[config.mk]
export PLATFORM = sky130hd
export DESIGN_NAME = lamport_mutex_node
export DESIGN_NICKNAME = d
export VERILOG_FILES = /design/src/rtl/lmn_pkg.sv /design/src/rtl/lmn_ctrl.sv /design/src/rtl/lmn_dpath.sv /design/src/rtl/lamport_mutex_node.sv
export SDC_FILE = /design/constraint.sdc
export NUM_CORES = 1
export LEC_CHECK = 0
export BUFFER_PORTS_ARGS = -buffer_cell sky130_fd_sc_hd__buf_2
export CORE_MARGIN = 4
export CORE_UTILIZATION = 45
export CTS_BUF_LIST = sky130_fd_sc_hd__clkbuf_8
export DETAILED_ROUTE_END_ITERATION = 10
export PLACE_DENSITY = 0.63
export SLEW_MARGIN = 10
export SYNTH_ARGS = -nofsm -noshare
export SYNTH_HDL_FRONTEND = slang
export SYNTH_SLANG_ARGS = --single-unit
[constraint.sdc]
create_clock -name i_clk -period 4.51 [get_ports i_clk]
set_clock_uncertainty 0.05 [all_clocks]
set_input_delay 0.451 -clock i_clk [delete_from_list [all_inputs] [get_ports i_clk]]
set_output_delay 0.451 -clock i_clk [all_outputs]
set_load 0.02 [all_outputs]
[src/rtl/lmn_pkg.sv]
// Shared types, constants and helper functions for the Lamport mutex node.
// No dependencies; every other file refers to this package by scoped names.
package lmn_pkg;

    localparam int QDEPTH  = 16;
    localparam int CNT_W   = $clog2(QDEPTH + 1);
    localparam int TIME_W  = 15;
    localparam int ID_W    = 4;
    localparam int PC_W    = 5;
    localparam int CMD_W   = 3;
    localparam int KIND_W  = 2;
    localparam int ERR_W   = 2;
    localparam int SEEN_W  = 5;

    localparam logic [TIME_W-1:0] CLOCK_MAX   = '1;
    localparam logic [SEEN_W-1:0] SEEN_MAX    = '1;
    localparam logic [PC_W-1:0]   PEER_OFFSET = PC_W'(2);

    localparam logic [CMD_W-1:0] CMD_PEER_REQ  = 3'd0;
    localparam logic [CMD_W-1:0] CMD_PEER_REP  = 3'd1;
    localparam logic [CMD_W-1:0] CMD_PEER_REL  = 3'd2;
    localparam logic [CMD_W-1:0] CMD_PEER_DONE = 3'd3;
    localparam logic [CMD_W-1:0] CMD_LOCAL_REQ = 3'd4;
    localparam logic [CMD_W-1:0] CMD_LOCAL_REL = 3'd5;

    localparam logic [KIND_W-1:0] KIND_NONE      = 2'd0;
    localparam logic [KIND_W-1:0] KIND_BCAST_REQ = 2'd1;
    localparam logic [KIND_W-1:0] KIND_REPLY     = 2'd2;
    localparam logic [KIND_W-1:0] KIND_BCAST_REL = 2'd3;

    localparam logic [ERR_W-1:0] ERR_OK      = 2'd0;
    localparam logic [ERR_W-1:0] ERR_UNKNOWN = 2'd1;
    localparam logic [ERR_W-1:0] ERR_FULL    = 2'd2;
    localparam logic [ERR_W-1:0] ERR_EMPTY   = 2'd3;

    localparam logic REG_OWN_ID     = 1'b0;
    localparam logic REG_PROC_COUNT = 1'b1;

    localparam logic [ID_W-1:0] OWN_ID_RST     = 4'd1;
    localparam logic [PC_W-1:0] PROC_COUNT_RST = 5'd3;

    typedef struct packed {
        logic load;
        logic commit;
    } t_ctrl;

    function automatic logic [TIME_W-1:0] clk_inc(input logic [TIME_W-1:0] c);
        return (c == CLOCK_MAX) ? CLOCK_MAX : c + TIME_W'(1);
    endfunction

    function automatic logic [SEEN_W-1:0] seen_inc(input logic [SEEN_W-1:0] c);
        return (c == SEEN_MAX) ? SEEN_MAX : c + SEEN_W'(1);
    endfunction

endpackage

[src/rtl/lmn_ctrl.sv]
// Controller for the Lamport mutex node: accept/commit sequencing and result valid.
// Depends on lmn_pkg.
module lmn_ctrl (
    input  logic           i_clk,
    input  logic           i_rst_n,
    input  logic           i_s_valid,
    input  logic           i_m_ready,
    output logic           o_s_ready,
    output logic           o_m_valid,
    output lmn_pkg::t_ctrl o_ctrl
);

    typedef enum logic [1:0] {
        S_IDLE = 2'b01,
        S_EXEC = 2'b10
    } t_state;

    t_state r_state, n_state;
    logic   r_m_valid, n_m_valid;
    logic   out_free;

    assign out_free  = !r_m_valid || i_m_ready;
    assign o_s_ready = (r_state == S_IDLE);
    assign o_m_valid = r_m_valid;

    always_comb begin
        n_state       = r_state;
        o_ctrl.load   = 1'b0;
        o_ctrl.commit = 1'b0;
        unique case (r_state)
            S_IDLE: begin
                if (i_s_valid) begin
                    o_ctrl.load = 1'b1;
                    n_state     = S_EXEC;
                end
            end
            S_EXEC: begin
                if (out_free) begin
                    o_ctrl.commit = 1'b1;
                    n_state       = S_IDLE;
                end
            end
            default: n_state = S_IDLE;
        endcase
    end

    always_comb begin
        n_m_valid = r_m_valid;
        if (o_ctrl.commit) begin
            n_m_valid = 1'b1;
        end else if (i_m_ready) begin
            n_m_valid = 1'b0;
        end
    end

    always_ff @(posedge i_clk) begin
        if (!i_rst_n) begin
            r_state   <= S_IDLE;
            r_m_valid <= 1'b0;
        end else begin
            r_state   <= n_state;
            r_m_valid <= n_m_valid;
        end
    end

endmodule

[src/rtl/lmn_dpath.sv]
// Datapath for the Lamport mutex node: logical clock, sorted request queue,
// counters, configuration registers and result register. Depends on lmn_pkg.
module lmn_dpath (
    input  logic                         i_clk,
    input  logic                         i_rst_n,
    input  lmn_pkg::t_ctrl               i_ctrl,
    input  logic [lmn_pkg::CMD_W-1:0]    i_cmd,
    input  logic [lmn_pkg::TIME_W-1:0]   i_msg_time,
    input  logic [lmn_pkg::ID_W-1:0]     i_sender_id,
    input  logic                         i_cfg_we,
    input  logic                         i_cfg_index,
    input  logic [lmn_pkg::PC_W-1:0]     i_cfg_data,
    output logic [lmn_pkg::KIND_W-1:0]   o_send_kind,
    output logic [lmn_pkg::ID_W-1:0]     o_send_dest,
    output logic [lmn_pkg::TIME_W-1:0]   o_send_time,
    output logic                         o_granted,
    output logic                         o_all_done,
    output logic [lmn_pkg::ERR_W-1:0]    o_error_code
);

    localparam int QD = lmn_pkg::QDEPTH;

    logic [lmn_pkg::ID_W-1:0]   r_own_id;
    logic [lmn_pkg::PC_W-1:0]   r_proc_count;
    logic [lmn_pkg::TIME_W-1:0] r_clock, n_clock;
    logic [lmn_pkg::CNT_W-1:0]  r_count, n_count;
    logic [lmn_pkg::SEEN_W-1:0] r_replies, n_replies;
    logic [lmn_pkg::SEEN_W-1:0] r_dones, n_dones;

    logic [lmn_pkg::TIME_W-1:0] r_etime  [QD];
    logic [lmn_pkg::ID_W-1:0]   r_eowner [QD];
    logic [lmn_pkg::TIME_W-1:0] n_etime  [QD];
    logic [lmn_pkg::ID_W-1:0]   n_eowner [QD];
    logic [lmn_pkg::TIME_W-1:0] ins_time [QD];
    logic [lmn_pkg::ID_W-1:0]   ins_owner[QD];
    logic [lmn_pkg::TIME_W-1:0] pop_time [QD];
    logic [lmn_pkg::ID_W-1:0]   pop_owner[QD];

    logic [lmn_pkg::CMD_W-1:0]  r_cmd;
    logic [lmn_pkg::ID_W-1:0]   r_sender;
    logic [lmn_pkg::TIME_W-1:0] r_key_time;
    logic [lmn_pkg::ID_W-1:0]   r_key_owner;
    logic [QD-1:0]              r_le;
    logic [QD-1:0]              prev_le;

    logic [lmn_pkg::TIME_W-1:0] key_time;
    logic [lmn_pkg::ID_W-1:0]   key_owner;
    logic [QD-1:0]              le;
    logic [lmn_pkg::TIME_W-1:0] recv_max;
    logic                       is_local;

    logic [lmn_pkg::KIND_W-1:0] n_kind;
    logic [lmn_pkg::ID_W-1:0]   n_dest;
    logic [lmn_pkg::TIME_W-1:0] n_stime;
    logic [lmn_pkg::ERR_W-1:0]  n_err;
    logic [lmn_pkg::PC_W-1:0]   need;
    logic                       q_full;
    logic                       q_empty;

    assign is_local  = (i_cmd == lmn_pkg::CMD_LOCAL_REQ) || (i_cmd == lmn_pkg::CMD_LOCAL_REL);
    assign recv_max  = (r_clock > i_msg_time) ? r_clock : i_msg_time;
    assign key_time  = (i_cmd == lmn_pkg::CMD_LOCAL_REQ) ? lmn_pkg::clk_inc(r_clock) : i_msg_time;
    assign key_owner = (i_cmd == lmn_pkg::CMD_LOCAL_REQ) ? r_own_id : i_sender_id;

    always_comb begin
        for (int k = 0; k < QD; k++) begin
            le[k] = (lmn_pkg::CNT_W'(k) < r_count) &&
                    ((r_etime[k] < key_time) ||
                     ((r_etime[k] == key_time) && (r_eowner[k] <= key_owner)));
        end
    end

    assign prev_le = {r_le[QD-2:0], 1'b1};

    for (genvar g = 0; g < QD; g++) begin : g_lane
        logic [lmn_pkg::TIME_W-1:0] sh_time;
        logic [lmn_pkg::ID_W-1:0]   sh_owner;
        if (g == 0) begin : g_first
            assign sh_time  = r_key_time;
            assign sh_owner = r_key_owner;
        end else begin : g_rest
            assign sh_time  = r_etime[g-1];
            assign sh_owner = r_eowner[g-1];
        end
        if (g == QD - 1) begin : g_last
            assign pop_time[g]  = r_etime[g];
            assign pop_owner[g] = r_eowner[g];
        end else begin : g_mid
            assign pop_time[g]  = r_etime[g+1];
            assign pop_owner[g] = r_eowner[g+1];
        end
        always_comb begin
            if (r_le[g]) begin
                ins_time[g]  = r_etime[g];
                ins_owner[g] = r_eowner[g];
            end else if (prev_le[g]) begin
                ins_time[g]  = r_key_time;
                ins_owner[g] = r_key_owner;
            end else begin
                ins_time[g]  = sh_time;
                ins_owner[g] = sh_owner;
            end
        end
    end

    assign q_full  = (r_count == lmn_pkg::CNT_W'(QD));
    assign q_empty = (r_count == '0);
    assign need    = (r_proc_count >= lmn_pkg::PEER_OFFSET) ?
                     r_proc_count - lmn_pkg::PEER_OFFSET : '0;

    always_comb begin
        n_clock   = r_clock;
        n_count   = r_count;
        n_replies = r_replies;
        n_dones   = r_dones;
        n_etime   = r_etime;
        n_eowner  = r_eowner;
        n_kind    = lmn_pkg::KIND_NONE;
        n_dest    = '0;
        n_stime   = '0;
        n_err     = lmn_pkg::ERR_OK;
        unique case (r_cmd)
            lmn_pkg::CMD_PEER_REQ: begin
                if (q_full) begin
                    n_err = lmn_pkg::ERR_FULL;
                end else begin
                    n_etime  = ins_time;
                    n_eowner = ins_owner;
                    n_count  = r_count + lmn_pkg::CNT_W'(1);
                    n_clock  = lmn_pkg::clk_inc(r_clock);
                    n_kind   = lmn_pkg::KIND_REPLY;
                    n_dest   = r_sender;
                    n_stime  = n_clock;
                end
            end
            lmn_pkg::CMD_PEER_REP: begin
                n_replies = lmn_pkg::seen_inc(r_replies);
            end
            lmn_pkg::CMD_PEER_REL: begin
                if (q_empty) begin
                    n_err = lmn_pkg::ERR_EMPTY;
                end else begin
                    n_etime  = pop_time;
                    n_eowner = pop_owner;
                    n_count  = r_count - lmn_pkg::CNT_W'(1);
                end
            end
            lmn_pkg::CMD_PEER_DONE: begin
                n_dones = lmn_pkg::seen_inc(r_dones);
            end
            lmn_pkg::CMD_LOCAL_REQ: begin
                if (q_full) begin
                    n_err = lmn_pkg::ERR_FULL;
                end else begin
                    n_etime   = ins_time;
                    n_eowner  = ins_owner;
                    n_count   = r_count + lmn_pkg::CNT_W'(1);
                    n_clock   = r_key_time;
                    n_replies = '0;
                    n_kind    = lmn_pkg::KIND_BCAST_REQ;
                    n_stime   = r_key_time;
                end
            end
            lmn_pkg::CMD_LOCAL_REL: begin
                if (q_empty) begin
                    n_err = lmn_pkg::ERR_EMPTY;
                end else begin
                    n_etime  = pop_time;
                    n_eowner = pop_owner;
                    n_count  = r_count - lmn_pkg::CNT_W'(1);
                    n_clock  = lmn_pkg::clk_inc(r_clock);
                    n_kind   = lmn_pkg::KIND_BCAST_REL;
                    n_stime  = n_clock;
                end
            end
            default: n_err = lmn_pkg::ERR_UNKNOWN;
        endcase
    end

    always_ff @(posedge i_clk) begin
        if (!i_rst_n) begin
            r_own_id     <= lmn_pkg::OWN_ID_RST;
            r_proc_count <= lmn_pkg::PROC_COUNT_RST;
            r_clock      <= '0;
            r_count      <= '0;
            r_replies    <= '0;
            r_dones      <= '0;
        end else begin
            if (i_cfg_we && i_cfg_index == lmn_pkg::REG_OWN_ID) begin
                r_own_id <= i_cfg_data[lmn_pkg::ID_W-1:0];
            end
            if (i_cfg_we && i_cfg_index == lmn_pkg::REG_PROC_COUNT) begin
                r_proc_count <= i_cfg_data;
            end
            if (i_ctrl.load && !is_local) begin
                r_clock <= lmn_pkg::clk_inc(recv_max);
            end
            if (i_ctrl.commit) begin
                r_clock   <= n_clock;
                r_count   <= n_count;
                r_replies <= n_replies;
                r_dones   <= n_dones;
            end
        end
    end

    always_ff @(posedge i_clk) begin
        if (i_ctrl.load) begin
            r_cmd       <= i_cmd;
            r_sender    <= i_sender_id;
            r_key_time  <= key_time;
            r_key_owner <= key_owner;
            r_le        <= le;
        end
        if (i_ctrl.commit) begin
            r_etime      <= n_etime;
            r_eowner     <= n_eowner;
            o_send_kind  <= n_kind;
            o_send_dest  <= n_dest;
            o_send_time  <= n_stime;
            o_granted    <= (n_count != '0) && (n_eowner[0] == r_own_id) &&
                            (n_replies == need);
            o_all_done   <= (n_dones == need);
            o_error_code <= n_err;
        end
    end

endmodule

[src/rtl/lamport_mutex_node.sv]
// Top level of one Lamport mutual exclusion node: controller plus datapath.
// Depends on lmn_pkg, lmn_ctrl and lmn_dpath.
//
//   channel   direction  beat contents
//   s_axis    in         tuser: cmd; tdata: msg_time, sender_id
//   m_axis    out        tuser: send_kind; tdata: dest, time, granted, all_done, error
//   cfg       in         index 0 own_id, index 1 process_count
//
// Per item, the accept cycle updates the clock on a peer message and registers the queue
// compare flags; the commit cycle shifts the queue and loads the result.
// One result register; the next beat is accepted while a result waits, and the
// commit cycle holds until that register is free.
// Synchronous active-low reset; the queue entries have no reset.
module lamport_mutex_node (
    input  logic        i_clk,
    input  logic        i_rst_n,
    input  logic        s_axis_tvalid,
    output logic        s_axis_tready,
    input  logic [23:0] s_axis_tdata,   // [14:0] msg_time, [18:15] sender_id
    input  logic [2:0]  s_axis_tuser,   // [2:0] cmd
    output logic        m_axis_tvalid,
    input  logic        m_axis_tready,
    output logic [23:0] m_axis_tdata,   // [3:0] send_dest, [18:4] send_time,
                                        // [19] granted, [20] all_done, [22:21] error_code
    output logic [1:0]  m_axis_tuser,   // [1:0] send_kind
    input  logic        i_cfg_valid,
    output logic        o_cfg_ready,
    input  logic        i_cfg_index,
    input  logic [4:0]  i_cfg_data
);

    lmn_pkg::t_ctrl               ctrl;
    logic [lmn_pkg::ID_W-1:0]     send_dest;
    logic [lmn_pkg::TIME_W-1:0]   send_time;
    logic                         granted;
    logic                         all_done;
    logic [lmn_pkg::ERR_W-1:0]    error_code;

    assign o_cfg_ready = 1'b1;

    lmn_ctrl u_ctrl (
        .i_clk     (i_clk),
        .i_rst_n   (i_rst_n),
        .i_s_valid (s_axis_tvalid),
        .i_m_ready (m_axis_tready),
        .o_s_ready (s_axis_tready),
        .o_m_valid (m_axis_tvalid),
        .o_ctrl    (ctrl)
    );

    lmn_dpath u_dpath (
        .i_clk        (i_clk),
        .i_rst_n      (i_rst_n),
        .i_ctrl       (ctrl),
        .i_cmd        (s_axis_tuser),
        .i_msg_time   (s_axis_tdata[14:0]),
        .i_sender_id  (s_axis_tdata[18:15]),
        .i_cfg_we     (i_cfg_valid),
        .i_cfg_index  (i_cfg_index),
        .i_cfg_data   (i_cfg_data),
        .o_send_kind  (m_axis_tuser),
        .o_send_dest  (send_dest),
        .o_send_time  (send_time),
        .o_granted    (granted),
        .o_all_done   (all_done),
        .o_error_code (error_code)
    );

    assign m_axis_tdata = {1'b0, error_code, all_done, granted, send_time, send_dest};

endmodule

==> metrics.sh, run 1 <==
DIE_HEIGHT_UM=260.2
ANT_NETS=0
DETAILEDPLACEMENTHPWL_UM=58830
GLOBAL_ROUTE_WIRE_LENGTH_BEFORE_REPAIR_UM=123700
POST-ROUTE-DRC-COUNT=0
DRT_PRE_ANTENNA_ITERS=8
SYNTH_FP_NETS=3261
SYN-MEAN-INSTANCE-AREA_UM2=9.829
AREAGROWTHSYNTHTOFINISH_PCT=9.818
FLOORPLAN.ROWS=92
VIAS=22250
WL_MET1_UM=34580
SYNTH_EDF_COUNT=371
CTS.HTREE.LEVELS=3
VIOLATION_COUNT_AFTER_THE_FIRST_DETAILED_ROUTING_ITERATION=1659
LAYOUT.NETS=3296
ASYNCSETRESETFLOPFRACSYNTH_PCT=0
ANTENNA_FOUND_INITIAL=1
CHIPWIDTH_UM=260.2
TIMING.MAX_CAP.VIOLATIONS=0
WORST_EP_ARRIVAL_NS=4.75
LAYOUT.CELLS.MOST_COMMON_LIST='nand2_1, o21ai_0, edfxtp_1, ha_1, mux2i_1'
GRT_SETUP_UNREPAIRED='false'
ROUTABILITYCONGESTION=0.9301
TIMING.CRITICAL_PATH.SLOWEST_CELL_DELAY_NS=0.84
ROUTE.MET2.WL_UM=37410
ROUTE.FINAL.WIRE_LENGTH_UM=78290
CP-END-KIND='flop'
CRITICAL_PATH_REQUIRED_NS=4.99
ROUTED_VIA_DENSITY=5.770
WORST_HOLD_SLACK_NS=0.06906
VDD_DROP_MAX_mV=0.1953
GRT_USAGE_PCT=22.67
GRT_MAX_DEGREE=303
TIMING.SETUP.CRITICAL_PATH_CLASS='reg2reg'
STATIC-LEAKAGE-POWER_uW=0.01245
SYNTH_WARNINGS=0
MAPPEDNETLISTAREA_UM2=28620
CRIT_FANOUT=16
POWER-PER-CELL-AREA_nW_PER_UM2=293.9
SLEW_HEADROOM_PCT=14.10
LAYOUT.CELLS.NON_FILLER=3857
TRITONCTS_NUM_SINKS=413
SYNTHCELLS=2912
INITIAL_STANDARD_CELL_UTILIZATION_OF_THE_CORE_PCT=45.46
POST-CTS-SETUP-BUFFER-COUNT=0
DP.CELLS=3702
FINAL_CORE_UTILIZATION_PCT=49.92
TIMING_WORST_SLEW_PIN_VALUE_NS=1.289
NUMBER_OF_DISTINCT_STANDARD_CELLS_REFERENCED_BY_THE_SYNTHESIZED_NETLIST=80
LAYOUT.CELLS.MOST_COMMON='nand2_1'
WORSTPATHBUFFERINVERTERCOUNT=3
YS.FLOP_TYPE='edfxtp_1'
CTS_BUFFERS=78
CLOCK_TREE_FROM_TRITONCTS='yes'
POST_ROUTE_CELLS_DRIVE_ABOVE_1_SHARE_PCT=9.169
CRITICAL_PATH_LAUNCH_POINT_TYPE='flop'
CTS_ROOT_BUFFER='clkbuf_8'
CLOCK_PATH_BUFFERS=3
CLOCK_INSERTION_DELAY_WORST_SKEW_NS=0.67
DR.MAX_LAYER_USED='met4'
WORSTPATHCELLLIST='buf_4 > ha_1 > a21oi_1 > a21oi_1 > o31ai_1 > a21oi_2 > buf_4 > nand2_1 > o21ai_0 > ha_1 > nand3_1 > nor2_1 > and2_1 > mux2_2 > a21oi_1 > buf_4 > a21oi_1 > a21o_1'
REPORT.FINAL.SETUP_VIOL=0
SEQ_TOTAL_AREA_YOSYS_PCT=41.86
FMAX_MHz=234.2
ROUTE.MET3.WL_UM=3125
WORST_PATH_DOMINANT_CELL_FAMILY='compound AO/OA/AOI/OAI gates'
GRT_PASS1_VIAS=22710
POST-ROUTE-MIN-PERIOD_NS=4.270
FINAL.SETUP.TNS_NS=0
FLOORPLAN.DIE_AREA_UM2=67700
SLEW_VIOL_FINAL=0
CTS.REPORTEDPATHS.CLKPINSLEW_NS=0.06
FINALHOLDVIOLCOUNT=0
PORT-BUFFER-COUNT=59
WL_PER_CELL_UM=20.30
PATH_COMMON_CELL='a21oi_1'
YS_FF_LATCH=413
IO_PINS=67
DPL_CELL_AREA_UM2=29900
OUTCOME='completed'
SLOWEST_STAGE='a21oi_1'
DESIGN_AREA_UM2=31430
HOLD_PATH_CLASS='in2reg'
GRT_OVERFLOW=0
CORE_UM2=62970
FIN_CRIT_SH_PCT=94.68
-- worst register-to-register path, stage by stage (launching register included) --
cell and delay (ns):
dfxtp_1 0.44, buf_4 0.20, ha_1 0.26, a21oi_1 0.13, a21oi_1 0.08, o31ai_1 0.31
a21oi_2 0.12, buf_4 0.20, nand2_1 0.07, o21ai_0 0.08, ha_1 0.24, nand3_1 0.11
nor2_1 0.09, and2_1 0.16, mux2_2 0.28, a21oi_1 0.84, buf_4 0.29, a21oi_1 0.07
a21o_1 0.15
-- state kept, by name (all words and copies together), names as in the netlist --
signal,count
u_dpath.o_granted,1
u_dpath.r_proc_count,5
u_dpath.g_lane.sh_owner,64
u_dpath.r_count,5
u_ctrl.o_m_valid,1
u_dpath.r_dones,5
u_dpath.r_cmd,3
u_ctrl.r_state,2
u_dpath.r_le,16
u_dpath.g_lane.sh_time,240
u_dpath.r_clock,15
u_dpath.o_send_time,15
u_dpath.pop_owner,4
u_dpath.o_send_kind,2
u_dpath.r_replies,5
u_dpath.r_own_id,4
u_dpath.o_send_dest,4
u_dpath.o_error_code,2
u_dpath.r_sender,4
u_dpath.pop_time,15
u_dpath.o_all_done,1
-- logic make-up (layout without fill, tap and decap cells) --
group,Yosys count,count (layout),share of synthesized area (%)
and+or+nand+nor,812,812,13.35
AOI/OAI and AO/OA,718,718,14.50
DFF,413,413,41.86
adders and majority gates,324,324,14.06
muxes,301,301,10.54
buffers and inverters,286,384,3.943
xor gates and xnor gates,56,56,1.714
other,2,3,0.02624
-- where the power goes --
part | switching (uW) | total, uW | internal, uW
clock network | 1670 | 3410 | 1740
logic | 869 | 1430 | 564
registers | 131 | 4390 | 4260
total | 2670 | 9240 | 6570
-- routing by layer --
layer | vias to the layer above | GRT usage [%]
li1 | 10800 | -
met2 | 576 | 38.46
met3 | 185 | 3.272
met1 | 10690 | 29.22
met5 | - | 0
met4 | 0 | 9.050
-- final timing paths --
kind,startpoint,endpoint,slack [ns],depth (start not counted)
worst max-delay path,u_dpath.r_clock[2],u_dpath.r_clock[3],0.24,18
worst min-delay path,i_cfg_data[2],u_dpath.r_own_id[2],0.07,3
worst max register to register,u_dpath.r_clock[2],u_dpath.r_clock[3],0.24,18
worst min register to register,u_dpath.r_proc_count[2],u_dpath.r_proc_count[2],0.45,2
-- timing repair --
| action | in CTS | in global routing |
|---|---|---|
| hold buffers | 11 | 0 |
| setup endpoints to repair | 0 | 0 |
| gates resized for setup | 0 | 0 |
| endpoints found under the hold margin | 12 | 0 |
-- cells in the mapped netlist (all sizes together) (33+ instances only) --
cell / count / area (um^2)
a21o: 37 / 277.8
a21oi: 165 / 833.3
clkbuf: 167 / 626.9
dfxtp: 42 / 840.8
edfxtp: 371 / 11140
ha: 311 / 3891
inv: 98 / 367.9
mux2i: 298 / 2983
nand2: 399 / 1498
nand2b: 33 / 209.0
nand3: 40 / 200.2
nand4: 58 / 377.9
nor2: 121 / 454.2
nor2b: 51 / 319.1
o21ai: 377 / 1887
xnor2: 40 / 350.3
-- layout make-up --
cell class	instances	area, um^2
clock buffers	82	1129
flip-flops and latches	413	11980
diodes	1	2.502
well taps	846	1059
repair buffers	143	991.0
inverters	98	367.9
multi-input cells	2213	15620
clock inverters	61	281.5
fillers	5835	31530
-- through the flow --
| step | worst slack, ns | power [uW] |
|---|---|---|
| 4_1_cts | 0.2890 | 9314 |
| 5_1_grt | 0.05482 | 9676 |
| 6_report | 0.2397 | 9240 |
| 3_3_place_gp | 0.1467 | 5807 |
| 2_1_floorplan | 0.6687 | 5427 |
| 3_5_place_dp | 0.1251 | 5875 |
Power figures use the tool's default switching activity.
==> run 2, diff against run 1 <==
--- a/config.mk
+++ b/config.mk
@@ -5,6 +5,7 @@
 export SDC_FILE = /design/constraint.sdc
 export NUM_CORES = 1
 export LEC_CHECK = 0
+export ABC_AREA = 1
 export BUFFER_PORTS_ARGS = -buffer_cell sky130_fd_sc_hd__buf_2
 export CORE_MARGIN = 4
 export CORE_UTILIZATION = 45
==> run 2 against run 1 <==
Net effect:
- synthesized area decreased by 0.62%
- count of clock-buffer cells in the layout increased by 3
- clock power barely moved
- critical path depth shrank 4
- worst setup slack improved by 0.13 ns
- wire length decreased by 0.39%
- cell area decreased by 0.81%
- utilization grew 0.23 points
- sequential power hardly changed
- register-to-register slack gained 0.16 ns
- critical path type is now in2reg
==> metrics.sh, run 2 <==
OUTCOME='completed'
WORSTPATHCELLLIST='dlygate4sd3_1 > buf_2 > inv_1 > nand2_1 > nor2_1 > inv_1 > o21ai_2 > ha_1 > nor2_1 > o21ai_0 > a32o_1 > nand3_1 > or4_1 > a21oi_1'
CELLINTERNALPOWER_uW=6531  # -0.60%
TIMING.SETUP.CRITICAL_PATH_CLASS='in2reg'
LAYOUT.CELLS.MOST_COMMON_LIST='nand2_1, o21ai_0, edfxtp_1, inv_1, ha_1'
FILL_CELLS=6065  # +3.9%
FINAL.SETUP.TNS_NS=0  # unchanged
MIN_DELAY_SRC='i_rst_n'
POST-ROUTE-MIN-PERIOD_NS=4.140  # -0.1299 ns
STATIC-LEAKAGE-POWER_uW=0.01301  # +4.5%
FINALHOLDVIOLCOUNT=0  # unchanged
HOLDPATHSTAGES=2  # -1
ROUTE.FINAL.WIRE_LENGTH_UM=77980  # -0.39%
CLOCK_PATH_BUFFERS=3  # unchanged
CLOCK_INSERTION_DELAY_WORST_SKEW_NS=0.66  # about the same
CP-END-KIND='flop'
REGTOREGSETUPSLACK_NS=0.40  # +0.16 ns
GRT_USAGE_PCT=23.16  # +0.48 points
GRT_MAX_DEGREE=284  # -6.3%
AREAGROWTHSYNTHTOFINISH_PCT=9.611
YS.FLOP_TYPE='edfxtp_1'
CORE_UM2=62170  # -1.3%
VIOLATION_COUNT_AFTER_THE_FIRST_DETAILED_ROUTING_ITERATION=1753  # +5.7%
DRT_PRE_ANTENNA_ITERS=7  # -1
POST-SYNTH-TOP-AREA-FRACTION_PCT=39.17  # +0.24 points
WORST_REG_TO_REG_PATH_CELL_COUNT=20  # +2
CHIPWIDTH_UM=259.4  # -0.30%
CTS.REPORTEDPATHS.CLKPINSLEW_NS=0.06  # about the same
GRT_SETUP_UNREPAIRED='false'
FMAX_MHz=241.5  # +3.1%
NUMBER_OF_DISTINCT_STANDARD_CELLS_REFERENCED_BY_THE_SYNTHESIZED_NETLIST=59  # -26%
GLOBAL_ROUTE_WIRE_LENGTH_BEFORE_REPAIR_UM=124800  # +0.89%
CRITICAL_PATH_REQUIRED_NS=4.96  # -0.03 ns
P_SW_SHARE_PCT=29.81  # +0.92 points
ANT_NETS=0  # unchanged
ANTENNA_FOUND_INITIAL=2  # +1
SYNTHCELLS=3445  # +18%
POWER.NET_SWITCHING_uW=2774  # +3.9%
CTS.HTREE.LEVELS=3  # unchanged
SYNTH_WARNINGS=0  # unchanged
YS_FF_LATCH=413  # unchanged
INITIAL_STANDARD_CELL_UTILIZATION_OF_THE_CORE_PCT=45.76  # +0.30 points
FINAL_CORE_UTILIZATION_PCT=50.15  # +0.23 points
LARGEST_REGISTER_FFS=240  # unchanged
POWER-PER-CELL-AREA_nW_PER_UM2=298.4  # +1.5%
LAYOUT.NETS=3830  # +16%
MAPPEDNETLISTAREA_UM2=28440  # -0.62%
POSTCTSRESIZEDCELLS=0  # unchanged
CLOCK_TREE_FROM_TRITONCTS='yes'
POWER.SHARE.SEQUENTIAL_PCT=47.5  # about the same
WL_PER_CELL_UM=17.79  # -12%
CRITICAL_REGISTER_TO_REGISTER_PATH_STARTPOINT='u_dpath.r_clock[0]'
DP.CELLS=4225  # +14%
IO_PINS=67  # unchanged
POST-ROUTE-DRC-COUNT=0  # unchanged
CRITICAL_PATH_LAUNCH_POINT_TYPE='input port'
GRT_PASS1_VIAS=23190  # +2.1%
TRITONCTS_NUM_SINKS=413  # unchanged
CTS_BUFFERS=78  # unchanged
VDD_DROP_MAX_mV=0.2992  # +53%
ROUTED_VIA_DENSITY=5.431  # -5.9%
SLOWEST_STAGE='o21ai_2'
ROUTABILITYCONGESTION=0.8981  # -3.4%
POST-CTS-SETUP-BUFFER-COUNT=0  # unchanged
FIN_CRIT_SH_PCT=91.80  # -2.9 points
DETAILEDPLACEMENTHPWL_UM=58830  # about the same
ASYNCSETRESETFLOPFRACSYNTH_PCT=0  # unchanged
POST_ROUTE_CELLS_DRIVE_ABOVE_1_SHARE_PCT=8.747  # -0.42 points
SYN-MEAN-INSTANCE-AREA_UM2=8.257  # -16%
REPORT.FINAL.SETUP_VIOL=0  # unchanged
REG2REG_TO='u_dpath.r_le[7]'
FRACTION_OF_POWER_CONSUMED_BY_THE_CLOCK_NETWORK_PCT=36.3  # -0.6 points
HOLDPATHEND='u_dpath.r_own_id[0]'
CRIT_FANOUT=15  # -1
SYNTH.TOP_CELLS.BY_COUNT='nand2_1, o21ai_0, edfxtp_1'
TIMING.MAX_CAP.VIOLATIONS=0  # unchanged
SEQ_TOTAL_AREA_YOSYS_PCT=42.12  # +0.26 points
SLEW_HEADROOM_PCT=22.97  # +8.9 points
VIAS=23800  # +7.0%
HOLD_PATH_CLASS='in2reg'
TIMING.CRITICAL_PATH.SLOWEST_CELL_DELAY_NS=0.82  # -0.02 ns
POST_SYNTH_MAIN_AREA_CONTRIBUTORS='edfxtp_1, ha_1, nand2_1'
TIMING_WORST_SLEW_PIN_VALUE_NS=1.155  # -0.1331 ns
GRT_OVERFLOW=0  # unchanged
SYNTH_FP_NETS=3794  # +16%
FLOORPLAN.ROWS=91  # -1.1%
SYNTH_LARGEST_AREA_CELL='edfxtp_1'
SLEW_VIOL_FINAL=0  # unchanged
SYNTHMOSTINSTANTIATEDCELL='nand2_1'
CTS_ROOT_BUFFER='clkbuf_8'
DIE_HEIGHT_UM=259.4  # -0.30%
FLOORPLAN.DIE_AREA_UM2=67300  # -0.60%
LAYOUT.CELLS.MOST_COMMON='nand2_1'
WORST_EP_ARRIVAL_NS=4.59  # -0.16 ns
COMB_POWER_SHARE_PCT=16.2  # +0.7 points
LAYOUT.CELLS.NON_FILLER=4383  # +14%
PORT-BUFFER-COUNT=59  # unchanged
SYNTH_EDF_COUNT=371  # unchanged
## run 2: cell types whose count changed after synthesis, moves of 23 or more
cell / previous run / this run
a211oi_1: 3 / 29
inv_1: 97 / 294
a21o_1: 37 / 2
a21oi_1: 163 / 208
nand2_1: 399 / 861
nand2b_1: 32 / 0
o21ai_0: 376 / 586
nor2b_1: 51 / 0
xnor2_1: 40 / 9
mux2i_1: 298 / 0
and2_1: 25 / 2
nand3_1: 40 / 76
nor2_1: 121 / 173
o211ai_1: 16 / 40
## run 2: what timing repair did
action	4_1_cts	5_1_grt
setup endpoints to repair	0	0
hold buffers	13	0
endpoints found under the hold margin	16	0
## run 2: logic make-up after synthesis
| logic type | count (synthesis) | synth area share, % |
|---|---|---|
| and+or+nand+nor | 1251 | 18.47 |
| other | 2 | 0.02640 |
| xor gates and xnor gates | 22 | 0.6774 |
| buffers and inverters | 480 | 6.554 |
| AOI/OAI and AO/OA | 966 | 18.47 |
| adders and majority gates | 311 | 13.68 |
| DFF | 413 | 42.12 |
## run 2: critical path: cells and delay by family
family	cells	cell delay, ns
and+or+nand+nor	5	1.23
buffers and inverters	4	1.24
AOI/OAI and AO/OA	4	1.36
adders and majority gates	1	0.28
## run 2: how the worst max path moves through the flow
stage / startpoint / endpoint / depth (start not counted)
finish: s_axis_tuser[1] / u_dpath.r_le[3] / 14
global route: u_dpath.r_clock[1] / u_dpath.r_le[0] / 18
CTS: s_axis_tuser[1] / u_dpath.r_le[3] / 14
detailed placement: s_axis_tuser[1] / u_dpath.r_le[3] / 13
global placement: s_axis_tuser[1] / u_dpath.r_le[7] / 13
floorplan: u_dpath.r_clock[0] / u_dpath.r_le[7] / 16
## run 2: power groups by stage
stage	Sequential, uW	Clock (uW)	Combinational [uW]
finish	4420	3380	1510
global route	4430	3650	1740
CTS	4420	3470	1500
detailed placement	4500	0	1490
global placement	4490	0	1450
floorplan	4410	0	1120
## run 2: through the flow
step                      total power [uW]  setup slack, ns  area, um^2  hold slack (ns)
after global routing                  9813          0.01205       31180          0.05410
after floorplan                       5535           0.5790       28440           0.3973
final                                 9304           0.3696       31180          0.07539
after global placement                5945           0.3370       29640           0.4145
after detailed placement              5984           0.2813       29640           0.4223
after CTS                             9387           0.4427       31170          0.02562
## run 2: layout make-up
cell class	count	area, um^2	share of cell area (%)
multi-input cells	2552	14710	47.18
flip-flops and latches	413	11980	38.43
clock buffers	85	1170	3.752
inverters	305	1145	3.672
well taps	837	1047	3.359
repair buffers	131	880.8	2.825
clock inverters	58	237.7	0.7625
diodes	2	5.005	0.01605
## run 2: metal layers
metal / global-route usage [%] / part of all wire (%) / wire [um]
met1: 30.99 / 46 / 35640
met2: 38.33 / 46 / 35810
met3: 4.565 / 5.7 / 4447
met4: 6.626 / 2.7 / 2070
met5: 0 / 0.015 / 12
==> run 3, diff against run 2 <==
==> constraint.sdc (replaced) <==
create_clock -name i_clk -period 4.51 [get_ports i_clk]
set_clock_uncertainty 0.05 [all_clocks]
set_input_delay 0.902 -clock i_clk [delete_from_list [all_inputs] [get_ports i_clk]]
set_output_delay 0.902 -clock i_clk [all_outputs]
set_load 0.02 [all_outputs]
==> run 3 against run 2 <==
Net effect:
- first-iteration DRC count rose by 4.7%
- highest routed layer is now met4
- register-to-register slack improved by 0.098 ns
- cell area down 0.29%
- sequential power is essentially flat
- via count decreased by 0.28%
==> metrics.sh, run 3 (synthesis results as in run 2) <==
DP_SLACK_NS=0.1789  # -0.1024 ns
STARTPOINT='u_dpath.r_clock[1]'
FMAX_MHz=249.2  # +3.2%
HOLDPATHSTAGES=1  # -1
CRIT_FANOUT=10  # -5
WL_PER_CELL_UM=17.80  # about the same
FINALHOLDVIOLCOUNT=0  # unchanged
POST-ROUTE-MIN-PERIOD_NS=4.012  # -0.1282 ns
SLOWEST_STAGE='or4_1'
AREAGROWTHSYNTHTOFINISH_PCT=9.290
CELLINTERNALPOWER_uW=6526  # about the same
TIMING_WORST_SLEW_PIN_VALUE_NS=1.153  # -0.002099 ns
CTS.REPORTEDPATHS.CLKPINSLEW_NS=0.07  # about the same
WORSTPATHCELLLIST='ha_1 > nand4_1 > nor2_1 > nand4_1 > inv_1 > nand2_1 > clkinv_1 > nor2_1 > inv_1 > nand2_1 > o21ai_0 > inv_1 > buf_4 > ha_1 > inv_1 > nor3_1 > nand2_1 > or4_1 > a21oi_1'
WORST_EP_ARRIVAL_NS=4.46  # -0.13 ns
CP-ENDPOINT='u_dpath.r_le[13]'
REGTOREGSETUPSLACK_NS=0.50  # +0.10 ns
FIN_CRIT_SH_PCT=88.96  # -2.8 points
CRITICAL_REGISTER_TO_REGISTER_PATH_STARTPOINT='u_dpath.r_clock[1]'
TRITONCTS_NUM_SINKS=413  # unchanged
VIAS=23740  # -0.28%
SETUP_SLACK_NS=0.4977  # +0.1282 ns
IO_PINS=67  # unchanged
VIOLATION_COUNT_AFTER_THE_FIRST_DETAILED_ROUTING_ITERATION=1836  # +4.7%
GRT_USAGE_PCT=23.06  # -0.093 points
WL_MET1_UM=35590  # -0.15%
LAYOUT.CELLS.MOST_COMMON_LIST='nand2_1, o21ai_0, edfxtp_1, inv_1, ha_1'
FRACTION_OF_POWER_CONSUMED_BY_THE_CLOCK_NETWORK_PCT=36.2  # about the same
TIMING.CRITICAL_PATH.SLOWEST_CELL_DELAY_NS=0.52  # -0.30 ns
CRITICAL_PATH_REQUIRED_NS=4.96  # about the same
CRITICAL_PATH_LAUNCH_POINT_TYPE='flop'
ANT_NETS=0  # unchanged
REPORT.FINAL.SETUP_VIOL=0  # unchanged
FINAL_CORE_UTILIZATION_PCT=50.01  # -0.15 points
LAYOUT.NETS=3825  # -0.13%
CORE_UM2=62170  # unchanged
ANTENNA_FOUND_INITIAL=3  # +1
ROUTE.MET2.WL_UM=35660  # -0.44%
GRT_MAX_DEGREE=124  # -56%
DPL_CELL_AREA_UM2=29700  # +0.23%
GRT_SETUP_UNREPAIRED='false'
PORT-BUFFER-COUNT=59  # unchanged
FILL_CELLS=6091  # +0.43%
VDD_DROP_MAX_mV=0.2358  # -21%
LARGEST_REGISTER_FFS=240  # unchanged
POWER.NET_SWITCHING_uW=2766  # -0.26%
POWER-PER-CELL-AREA_nW_PER_UM2=298.9  # +0.16%
CTS_ROOT_BUFFER='clkbuf_8'
DRT_PRE_ANTENNA_ITERS=7  # unchanged
LAYOUT.CELLS.MOST_COMMON='nand2_1'
ROUTE.FINAL.WIRE_LENGTH_UM=77830  # -0.19%
FINAL.SETUP.TNS_NS=0  # unchanged
PATH_COMMON_CELL='inv_1'
POST_ROUTE_CELLS_DRIVE_ABOVE_1_SHARE_PCT=9.001  # +0.25 points
TIMING.MAX_CAP.VIOLATIONS=0  # unchanged
CP-END-KIND='flop'
POSTCTSHOLDBUFS=0  # -13
GRT_OVERFLOW=0  # unchanged
STATIC-LEAKAGE-POWER_uW=0.01294  # -0.52%
INITIAL_STANDARD_CELL_UTILIZATION_OF_THE_CORE_PCT=45.76  # unchanged
POST-ROUTE-DRC-COUNT=0  # unchanged
CTS.HTREE.LEVELS=3  # unchanged
CLOCK_PATH_BUFFERS=3  # unchanged
TIMING.SETUP.CRITICAL_PATH_CLASS='reg2reg'
FLOORPLAN.DIE_AREA_UM2=67300  # unchanged
REG2REG_TO='u_dpath.r_le[13]'
DIE_HEIGHT_UM=259.4  # unchanged
WORST_REG_TO_REG_PATH_CELL_COUNT=19  # -5.0%
CLOCK_TREE_FROM_TRITONCTS='yes'
ROUTABILITYCONGESTION=0.8867  # -1.3%
COMB_POWER_SHARE_PCT=16.4  # +0.2 points
POST-CTS-SETUP-BUFFER-COUNT=0  # unchanged
CHIPWIDTH_UM=259.4  # unchanged
GRT_PASS1_VIAS=22900  # -1.3%
ROUTED_VIA_DENSITY=5.429  # about the same
CTS_BUFFERS=76  # -2.6%
HOLD_PATH_CLASS='in2reg'
CLOCK_INSERTION_DELAY_WORST_SKEW_NS=0.66  # about the same
SLEW_HEADROOM_PCT=23.11  # +0.14 points
DESIGN_AREA_UM2=31090  # -0.29%
P_SW_SHARE_PCT=29.77  # -0.037 points
GLOBAL_ROUTE_WIRE_LENGTH_BEFORE_REPAIR_UM=124300  # -0.42%
POSTCTSRESIZEDCELLS=0  # unchanged
POWER.SHARE.SEQUENTIAL_PCT=47.4  # about the same
ROUTE.MET3.WL_UM=4269  # -4.0%
DR.MAX_LAYER_USED='met4'
SLEW_VIOL_FINAL=0  # unchanged
DETAILEDPLACEMENTHPWL_UM=58870  # about the same
MIN_DELAY_SRC='s_axis_tuser[2]'
OUTCOME='completed'
FLOORPLAN.ROWS=91  # unchanged
-- run 3: cell types whose count changed in the layout (fill, tap and decap cells not counted), sizes merged --
cell         change
buf             +10
bufinv           +1
clkbuf           -3
clkinv          +15
clkinvlp         -4
dlygate4sd3     -13
inv             -17
-- run 3: stage by stage --
stage / power (uW) / instances / hold WS (ns)
3_3_place_gp: 5957 / 4234 / 0.4172
3_5_place_dp: 5992 / 4234 / 0.4187
2_1_floorplan: 5535 / 3445 / 0.3973
5_1_grt: 9788 / 4371 / 0.3474
4_1_cts: 9385 / 4369 / 0.3379
6_report: 9292 / 4372 / 0.4012
-- run 3: cell type report --
cell class                      count  area (um^2)  area share, %
Inverter                          305         1145          3.683
Clock inverter                     53        235.2         0.7567
Multi-Input combinational cell   2552        14710          47.32
Sequential cell                   413        11980          38.54
Antenna cell                        2        5.005        0.01610
Tap cell                          837         1047          3.369
Clock buffer                       82         1129          3.630
Timing Repair Buffer              128        833.3          2.681
-- run 3: worst min path at each step --
| stage | to | slack [ns] |
|---|---|---|
| 2_1_floorplan | u_dpath.r_proc_count[2] | 0.40 |
| 3_3_place_gp | u_dpath.r_proc_count[2] | 0.42 |
| 3_5_place_dp | u_dpath.r_proc_count[2] | 0.42 |
| 4_1_cts | u_dpath.r_cmd[1] | 0.34 |
| 5_1_grt | u_dpath.r_cmd[2] | 0.35 |
| 6_report | u_dpath.r_cmd[2] | 0.40 |
-- run 3: worst max-delay path: cells and delay by family (launching register included) --
family / cells / cell delay, ns
AND/OR/NAND/NOR: 9 / 1.56
buffers and inverters: 6 / 0.84
AO/OA/AOI/OAI: 2 / 0.45
flip-flops: 1 / 0.42
adder cells (fa/ha/maj): 2 / 0.54
-- run 3: layer usage --
metal,global-route usage (%),vias to the layer above
li1,-,12110
met1,31.17,10850
met2,38.41,633
met3,3.473,138
met4,7.000,0
met5,0,-
-- run 3: power by group through the flow --
stage / Combinational, uW / Clock, uW / Sequential (uW)
2_1_floorplan: 1120 / 0 / 4410
3_3_place_gp: 1480 / 0 / 4480
3_5_place_dp: 1510 / 0 / 4480
4_1_cts: 1520 / 3460 / 4400
5_1_grt: 1760 / 3620 / 4410
6_report: 1530 / 3360 / 4400
